==> config.mk <==
export PLATFORM = sky130hd
export DESIGN_NAME = bjd_cell
export DESIGN_NICKNAME = d
export VERILOG_FILES = /design/src/rtl/bjd_pkg.sv /design/src/rtl/bjd_cell.sv
export SDC_FILE = /design/constraint.sdc
export NUM_CORES = 1
export LEC_CHECK = 0
export BUFFER_PORTS_ARGS = -buffer_cell sky130_fd_sc_hd__buf_2
export CORE_AREA = 2 2 215 217
export DETAILED_ROUTE_END_ITERATION = 10
export DIE_AREA = 0 0 217 219
export SLEW_MARGIN = 20
export SYNTH_ARGS = -nofsm -noshare
export SYNTH_HDL_FRONTEND = slang
export SYNTH_SLANG_ARGS = --single-unit
==> constraint.sdc <==
create_clock -name clk -period 7.2 [get_ports clk]
set_clock_uncertainty 0.2 [all_clocks]
set_input_delay 1.08 -clock clk [delete_from_list [all_inputs] [get_ports clk]]
set_output_delay 1.08 -clock clk [all_outputs]
set_load 0.1 [all_outputs]
==> src/rtl/bjd_pkg.sv <==
// shared types and codes for the bounded job deque
package bjd_pkg;

  localparam int CAP_W = 5;

  typedef logic [1:0] action_t;
  localparam action_t ACT_PUSH_BACK  = 2'd0;
  localparam action_t ACT_PUSH_FRONT = 2'd1;
  localparam action_t ACT_POP_FRONT  = 2'd2;
  localparam action_t ACT_PEEK_FRONT = 2'd3;

  typedef logic [1:0] status_t;
  localparam status_t ST_OK    = 2'd0;
  localparam status_t ST_FULL  = 2'd1;
  localparam status_t ST_EMPTY = 2'd2;

  typedef struct packed {
    logic [15:0] id;
    logic [7:0]  kind;
    logic [31:0] request_time;
    logic [31:0] end_time;
    logic [31:0] turnaround;
    logic [15:0] length;
  } job_t;

  // per-cell move select, one per cell per cycle
  typedef struct packed {
    logic load;
    logic take_prev;
    logic take_next;
  } cell_ctrl_t;

endpackage

==> src/rtl/bjd_cell.sv <==
// one deque slot: loads a new job or takes its neighbour's job
module bjd_cell (
  input  logic                 clk,
  input  bjd_pkg::cell_ctrl_t  ctrl,
  input  bjd_pkg::job_t        new_job,
  input  bjd_pkg::job_t        prev_job,
  input  bjd_pkg::job_t        next_job,
  output bjd_pkg::job_t        job
);

  always_ff @(posedge clk) begin
    if (ctrl.load) begin
      job <= new_job;
    end else if (ctrl.take_prev) begin
      job <= prev_job;
    end else if (ctrl.take_next) begin
      job <= next_job;
    end
  end

endmodule

==> results.json, run 1 <==
{
  "status": "complete, no violations",
  "io_pins": 548,
  "largestRegisters": "job x136",
  "clkSinkCount": 136,
  "clkTransAtPathRegs_ps": 60,
  "dp_hpwl_mm": 19.9,
  "holdPathEnd": "job[126]",
  "maxSlewHeadroom_pct": 42.7,
  "track_usage_pct": 9.94,
  "synth_compound_area_share_pct": 9.70,
  "vias": 6518,
  "start_kind": "input port",
  "power.density_mw_per_mm2": 268,
  "power_frac_comb_pct": 36.1,
  "avgSynthCellArea_um2": 12.0,
  "routed_wl_mm": 24.9,
  "largest-register": "job",
  "dpl-instance-area_mm2": 0.0102,
  "power_mw": 2.89,
  "cts_tree": "built",
  "synth_top_family_by_area": "multiplexers",
  "fin_tns_setup_ps": 0,
  "vias_per_cell": 3.76,
  "drv_slew": 0,
  "die_y_um": 219,
  "synthMuxAreaShare_pct": 19.3,
  "hold_class": "in2reg",
  "synth_fa_ha_area_share_pct": 0,
  "required_ps": 7080,
  "fin_area_mm2": 0.0108,
  "dp_cells": 1697,
  "final_nets": 1528,
  "synth_area_mm2": 0.00706,
  "grt_max_degree": 95,
  "fp-row-count": 78,
  "root_buffer": "clkbuf_16",
  "syn_inst": 590,
  "syn2layout_area_growth_pct": 52.9,
  "synthDistinctLibCells": 12,
  "grt_overflow": 0,
  "grt_pass1_vias": 6227,
  "port_buffers": 547,
  "cp-end-kind": "flip-flop",
  "crit_fanout": 69,
  "drt_iter0_markers": 232,
  "nFillCells": 4878,
  "layout_commonest_cell": "buf_2",
  "htreeDepth": 4,
  "synth.area.top_cells": "edfxtp_1 58%, mux2i_1 19%, o21ai_1 9.2%",
  "hold_buffers": 0,
  "antenna_found_initial": 7,
  "post_drt_wl_per_cell_um": 14.3,
  "largest_reg_flops": 136,
  "ant_nets": 0,
  "numCtsBuffers": 17,
  "fin_crit_ps": 3100,
  "gp_congestion": 0.837,
  "grt_pass1_wl_mm": 34.7,
  "arrival_ps": 2980,
  "core_mm2": 0.0451,
  "synth_top_area_share_pct": 57.9,
  "finalNonFillerCells": 1735,
  "synth_top_cell_by_area": "edfxtp_1",
  "hold_violations": 0,
  "synth_seq_area_share_pct": 57.9,
  "post_cts_buffers": 0,
  "grt_setup_unrepaired": "no",
  "ys_warn_count": 0,
  "p_seq_share_pct": 34.6,
  "drt_pass1_iterations": 4,
  "worst_slew_pin_slew_ps": 860,
  "clk_path_buf_depth": 2,
  "drive_gt1_share_pct": 51.7,
  "final_cell_mix": "545 x buf_2, 136 x mux2i_1, 136 x nand2_1, 136 x edfxtp_1, 129 x o21ai_1",
  "drcViolationCount": 0,
  "p_int_mw": 1.68,
  "hold_slack_ps": 715,
  "vdd_drop_max_uv": 113,
  "clock.fmax_mhz": 323,
  "holdPathStages": 3,
  "synthXorXnorAreaFrac_pct": 0,
  "synth-seq-cells": 136,
  "p_sw_share_pct": 41.8,
  "dieWidth_um": 217,
  "netSwitchingPower_mw": 1.21,
  "start_util_pct": 15.6,
  "hold_path_startpoint": "new_job[126]",
  "yosys.area_share.simple_pct": 7.34,
  "p_leak_nw": 5.21,
  "die-area_mm2": 0.0475,
  "synth_nets": 1002,
  "p_clk_share_pct": 29.4,
  "ctsResizeCount": 0,
  "setup_violations": 0,
  "crit_type": "in2reg",
  "fin_crit_sh_pct": 43.0,
  "max_cap_violations": 0
}
## synthesized netlist by cell type
library cell,number
buf_12,14
mux2i_1,136
buf_6,1
or3_2,1
buf_2,3
edfxtp_1,136
o21ai_1,129
buf_1,1
o21ai_2,1
nand2_1,136
o21ai_0,6
clkbuf_1,26
## per-layer routing
metal / global-route usage [%] / up-vias / routed length, um
met5: 0 / - / 26
li1: - / 3221 / -
met4: 5.78 / 4 / 882
met3: 3.95 / 36 / 2440
met1: 10.7 / 2905 / 9670
met2: 16.5 / 352 / 11800
## power groups by stage
| stage | clock (mW) | sequential (mW) | combinational [mW] |
|---|---|---|---|
| after floorplan | 0 | 1.68 | 0.151 |
| after global placement | 0 | 1.02 | 1.05 |
| after detailed placement | 0 | 1.02 | 1.05 |
| after CTS | 0.887 | 1.00 | 1.05 |
| after global routing | 0.915 | 1.01 | 1.08 |
| final | 0.849 | 1.00 | 1.04 |
## kinds of logic after synthesis
logic type / count (synthesis)
AO/OA/AOI/OAI: 136
flip-flops: 136
multiplexers: 136
buffers and inverters: 45
AND/OR/NAND/NOR: 137
## worst max-delay path, cell delays in order
cell      delay [ps]
clkbuf_8         500
or3_4            720
buf_4            610
## worst max path at each step
stage / cells past startpoint / slack, ps / startpoint / to
3_5_place_dp: 3 / 3530 / ctrl[1] / job[27]
6_report: 3 / 4100 / ctrl[1] / job[26]
2_1_floorplan: 2 / 3670 / ctrl[1] / job[0]
3_3_place_gp: 3 / 3580 / ctrl[1] / job[55]
4_1_cts: 3 / 4030 / ctrl[1] / job[109]
5_1_grt: 3 / 3900 / ctrl[1] / job[24]
## area by class of cell
cell class / count / area [um^2] / share of cell area [%]
Sequential cell: 136 / 4080 / 37.9
Timing Repair Buffer: 552 / 2810 / 26.0
Multi-Input combinational cell: 409 / 2570 / 23.8
Tap cell: 600 / 751 / 6.96
Clock buffer: 19 / 433 / 4.01
Clock inverter: 13 / 131 / 1.22
Antenna cell: 6 / 15.0 / 0.139
## per-stage QoR
step | worst slack, ps | util, %
after floorplan | 3670 | -
after global placement | 3580 | 22.6
after detailed placement | 3530 | 22.6
after CTS | 4030 | 23.9
after global routing | 3900 | 23.9
final | 4100 | 23.9
No activity file was read; power rests on OpenSTA's default activity.
==> run 2, diff against run 1 <==
==> constraint.sdc (replaced) <==
create_clock -name clk -period 2.8 [get_ports clk]
set_clock_uncertainty 0.2 [all_clocks]
set_input_delay 0.42 -clock clk [delete_from_list [all_inputs] [get_ports clk]]
set_output_delay 0.42 -clock clk [all_outputs]
set_load 0.1 [all_outputs]
==> results.json, run 2 (synthesized netlist as in run 1, its figures left out) <==
{
  "final_nets": 1576,
  "path_buf_inv": 1,
  "io_pins": 548,
  "power_frac_comb_pct": 35.9,
  "cp_slowest_cell": "buf_2",
  "grt_pass1_wl_mm": 36.8,
  "core_mm2": 0.0451,
  "start_kind": "flip-flop",
  "antenna_found_initial": 0,
  "htreeDepth": 4,
  "fp-row-count": 78,
  "numCtsBuffers": 17,
  "netSwitchingPower_mw": 3.18,
  "fin_area_mm2": 0.0113,
  "clock.fmax_mhz": 519,
  "setup_violations": 0,
  "vias_per_cell": 3.81,
  "p_int_mw": 4.48,
  "drv_slew": 0,
  "drt_pass1_iterations": 4,
  "die-area_mm2": 0.0475,
  "dp_hpwl_mm": 20.7,
  "hold_slack_ps": 57.0,
  "drt_iter0_markers": 279,
  "nFillCells": 4822,
  "layout_setup_ws_ps": 873,
  "fin_crit_ps": 1930,
  "diodes": 0,
  "largest-register": "job",
  "dieWidth_um": 217,
  "p_leak_nw": 5.46,
  "clkSinkCount": 136,
  "syn2layout_area_growth_pct": 60.8,
  "ant_nets": 0,
  "final_cell_mix": "545 x buf_2, 136 x mux2i_1, 136 x nand2_1, 136 x edfxtp_1, 129 x o21ai_1",
  "regArea_mm2": 0.00408,
  "place_ws_ps": 804,
  "layout_commonest_cell": "buf_2",
  "post_drt_wl_per_cell_um": 14.5,
  "crit_family": "buffers and inverters",
  "cp_cell_sequence": "buf_2",
  "port_buffers": 547,
  "start_util_pct": 15.6,
  "hold_class": "in2reg",
  "root_buffer": "clkbuf_16",
  "p_clk_share_pct": 30.4,
  "grt_pass1_vias": 6764,
  "track_usage_pct": 10.4,
  "multi_input_area_mm2": 0.00257,
  "vdd_drop_max_uv": 368,
  "dp_cells": 1714,
  "vias": 6762,
  "largestRegisters": "job x136",
  "crit_type": "reg2out",
  "ctsResizeCount": 0,
  "grt_setup_unrepaired": "no",
  "required_ps": 2180,
  "status": "complete, no violations",
  "finalNonFillerCells": 1777,
  "fin_crit_sh_pct": 68.8,
  "routed_wl_mm": 25.8,
  "crit_fanout": 1,
  "largest_reg_flops": 136,
  "maxSlewHeadroom_pct": 60.2,
  "arrival_ps": 1310,
  "p_sw_share_pct": 41.5,
  "cts_tree": "built",
  "drcViolationCount": 0,
  "worst_slew_pin_slew_ps": 597,
  "hold_violations": 0,
  "cp-end-kind": "primary output",
  "dpl-instance-area_mm2": 0.0104,
  "fin_tns_setup_ps": 0,
  "p_seq_share_pct": 33.7,
  "die_y_um": 219,
  "gp_congestion": 0.900,
  "grt_overflow": 0,
  "clkTransAtPathRegs_ps": 60,
  "drive_gt1_share_pct": 51.1,
  "grt_max_degree": 133,
  "max_cap_violations": 0,
  "max_stage_delay_ps": 490,
  "clk_path_buf_depth": 2,
  "power.density_mw_per_mm2": 675
}
[run 2: cell count changes in the layout (fill, tap and decap cells not counted)]
cell	change
diode_2	-6
buf_4	+9
inv_6	+3
clkbuf_1	-1
dlygate4sd3_1	+31
clkinv_4	-2
clkinv_2	-6
clkinv_1	+1
buf_12	+8
clkinvlp_4	+4
bufinv_16	+1
[run 2: per-stage QoR]
stage	utilization, %	total power [mW]
global route	25.2	7.98
detailed placement	23.1	5.37
floorplan	-	4.72
CTS	25.2	7.81
global placement	23.1	5.35
finish	25.2	7.66
[run 2: layer usage]
metal | vias up | track usage [%] | share of wire, %
met5 | - | 0 | 0
met4 | 0 | 4.43 | 2.3
met3 | 25 | 3.85 | 8.9
met2 | 358 | 18.5 | 51
met1 | 3066 | 11.2 | 38
li1 | 3313 | - | -
[run 2: area by class of cell]
| cell class | instances | area share, % |
|---|---|---|
| Clock inverter | 14 | 1.53 |
| Multi-Input combinational cell | 409 | 22.6 |
| Sequential cell | 136 | 36.0 |
| Timing Repair Buffer | 600 | 29.5 |
| Tap cell | 600 | 6.62 |
| Clock buffer | 18 | 3.78 |
[run 2: worst paths after layout]
kind	from	end	depth (start not counted)
min	new_job[6]	job[6]	3
max	job[5]	job[5]	1
[run 2: power groups by stage]
stage	clock network, mW	logic [mW]	registers, mW
after floorplan	0	0.388	4.33
after global placement	0	2.73	2.62
after detailed placement	0	2.74	2.63
after CTS	2.45	2.77	2.59
after global routing	2.51	2.87	2.61
final	2.33	2.75	2.58
[run 2: worst min-delay path, cell delays in order]
cell and delay, ps:
buf_2 80, nand2_1 40, o21ai_1 60
[run 2: repair_timing]
| action | CTS | global route |
|---|---|---|
| setup buffers | 0 | 0 |
| endpoints found under the hold margin | 31 | 0 |
| hold buffers | 31 | 0 |
==> run 3, diff against run 2 <==
==> constraint.sdc (replaced) <==
create_clock -name clk -period 1.7 [get_ports clk]
set_clock_uncertainty 0.2 [all_clocks]
set_input_delay 0.255 -clock clk [delete_from_list [all_inputs] [get_ports clk]]
set_output_delay 0.255 -clock clk [all_outputs]
set_load 0.1 [all_outputs]
==> results.json, run 3 (synthesized netlist as in run 1, its figures left out) <==
{
  "syn2layout_area_growth_pct": 101,
  "clk_path_buf_depth": 2,
  "die-area_mm2": 0.0475,
  "start_util_pct": 15.6,
  "fp-row-count": 78,
  "drt_pass1_iterations": 5,
  "dieWidth_um": 217,
  "cts_tree": "built",
  "start_kind": "input port",
  "required_ps": 1710,
  "worst_slew_pin_slew_ps": 452,
  "track_usage_pct": 11.9,
  "routed_wl_mm": 29.6,
  "layout_setup_ws_ps": -3.79,
  "die_y_um": 219,
  "clock.fmax_mhz": 587,
  "drive_gt1_share_pct": 42.5,
  "vdd_drop_max_uv": 623,
  "grt_overflow": 0,
  "post_drt_wl_per_cell_um": 14.6,
  "status": "finished with violations",
  "core_mm2": 0.0451,
  "grt_max_degree": 105,
  "grt_setup_unrepaired": "no",
  "max_cap_violations": 0,
  "drv_slew": 0,
  "hold_path_startpoint": "next_job[1]",
  "vias_per_cell": 3.86,
  "io_pins": 548,
  "startpoint": "ctrl[1]",
  "antenna_found_initial": 2,
  "place_ws_ps": 28.0,
  "largestRegisters": "job x136",
  "numCtsBuffers": 17,
  "fin_tns_setup_ps": -3.79,
  "cp-end-kind": "flip-flop",
  "largest_reg_flops": 136,
  "multi_input_area_mm2": 0.00257,
  "drt_iter0_markers": 297,
  "vias": 7828,
  "maxSlewHeadroom_pct": 69.9,
  "fin_crit_ps": 1700,
  "grt_pass1_vias": 8012,
  "power.density_mw_per_mm2": 930,
  "arrival_ps": 1710,
  "port_buffers": 547,
  "hold_class": "in2reg",
  "nFillCells": 4512,
  "layout_commonest_cell": "buf_2",
  "dp_hpwl_mm": 21.1,
  "hold_violations": 0,
  "violations": "negative setup slack",
  "root_buffer": "clkbuf_16",
  "setup_violations": 1,
  "gp_congestion": 0.923,
  "htreeDepth": 4,
  "drcViolationCount": 0,
  "clkTransAtPathRegs_ps": 60,
  "crit_fanout": 21,
  "ant_nets": 0,
  "crit_type": "in2reg",
  "fin_crit_sh_pct": 100,
  "regArea_mm2": 0.00408,
  "p_leak_nw": 6.68,
  "clkSinkCount": 136,
  "grt_pass1_wl_mm": 41.8,
  "final_cell_mix": "409 x buf_2, 270 x dlygate4sd3_1, 156 x buf_4",
  "largest-register": "job",
  "final_nets": 1828
}
[run 3: cell count changes in the layout (fill, tap and decap cells not counted), moves of 2 or more]
cell	change
clkinv_2	+2
buf_6	+2
clkinvlp_4	-6
buf_2	-136
dlygate4sd3_1	+239
buf_4	+143
buf_12	+3
inv_6	-3
clkbuf_1	+7
[run 3: where the power goes]
part           total (mW)  switching, mW  internal, mW
Clock                3.49           1.36          2.12
Combinational        5.42           3.72          1.70
Sequential           4.29          0.142          4.14
[run 3: worst paths after layout]
kind                  endpoint  depth (start not counted)  slack, ps
worst max-delay path   job[53]                          6         -4
worst min-delay path    job[1]                          3         40
[run 3: layer usage]
layer  track usage (%)  routed length [um]  part of all wire [%]
met4              6.83                 945                   3.2
met1              10.7               10300                    35
met5                 0                  13                 0.044
met3              5.20                2890                   9.8
met2              21.9               15500                    52
[run 3: critical path, cell delays in order]
cell and delay (ps):
buf_12 150, buf_12 170, buf_12 200, mux2i_2 240
o21ai_1 90, dlygate4sd3_1 570
[run 3: timing repair]
| action | CTS | global route |
|---|---|---|
| hold endpoints to repair | 136 | 0 |
| setup buffers | 0 | 0 |
| pin swaps | 0 | 0 |
| setup endpoints to repair | 132 | 52 |
| resized for setup | 133 | 5 |
| gates cloned | 0 | 1 |
| hold buffers | 270 | 0 |
[run 3: cell type report]
class                      instances  area share [%]
sequential                       136            28.8
timing repair buffer             852            44.1
tap                              600            5.29
antenna                            1          0.0176
clock buffer                      25            3.21
clock inverter                     5           0.520
multi-input combinational        409            18.1
[run 3: per-stage QoR]
stage	instance area (um^2)	hold slack [ps]	instances	power, mW	util [%]
finish	14200	39.5	2028	13.2	31.5
global route	14200	16.6	2028	13.7	31.5
CTS	14100	5.28	2026	13.4	31.4
detailed placement	10600	342	1726	8.89	23.4
global placement	10600	340	1726	8.86	23.4
floorplan	7070	246	590	7.77	-
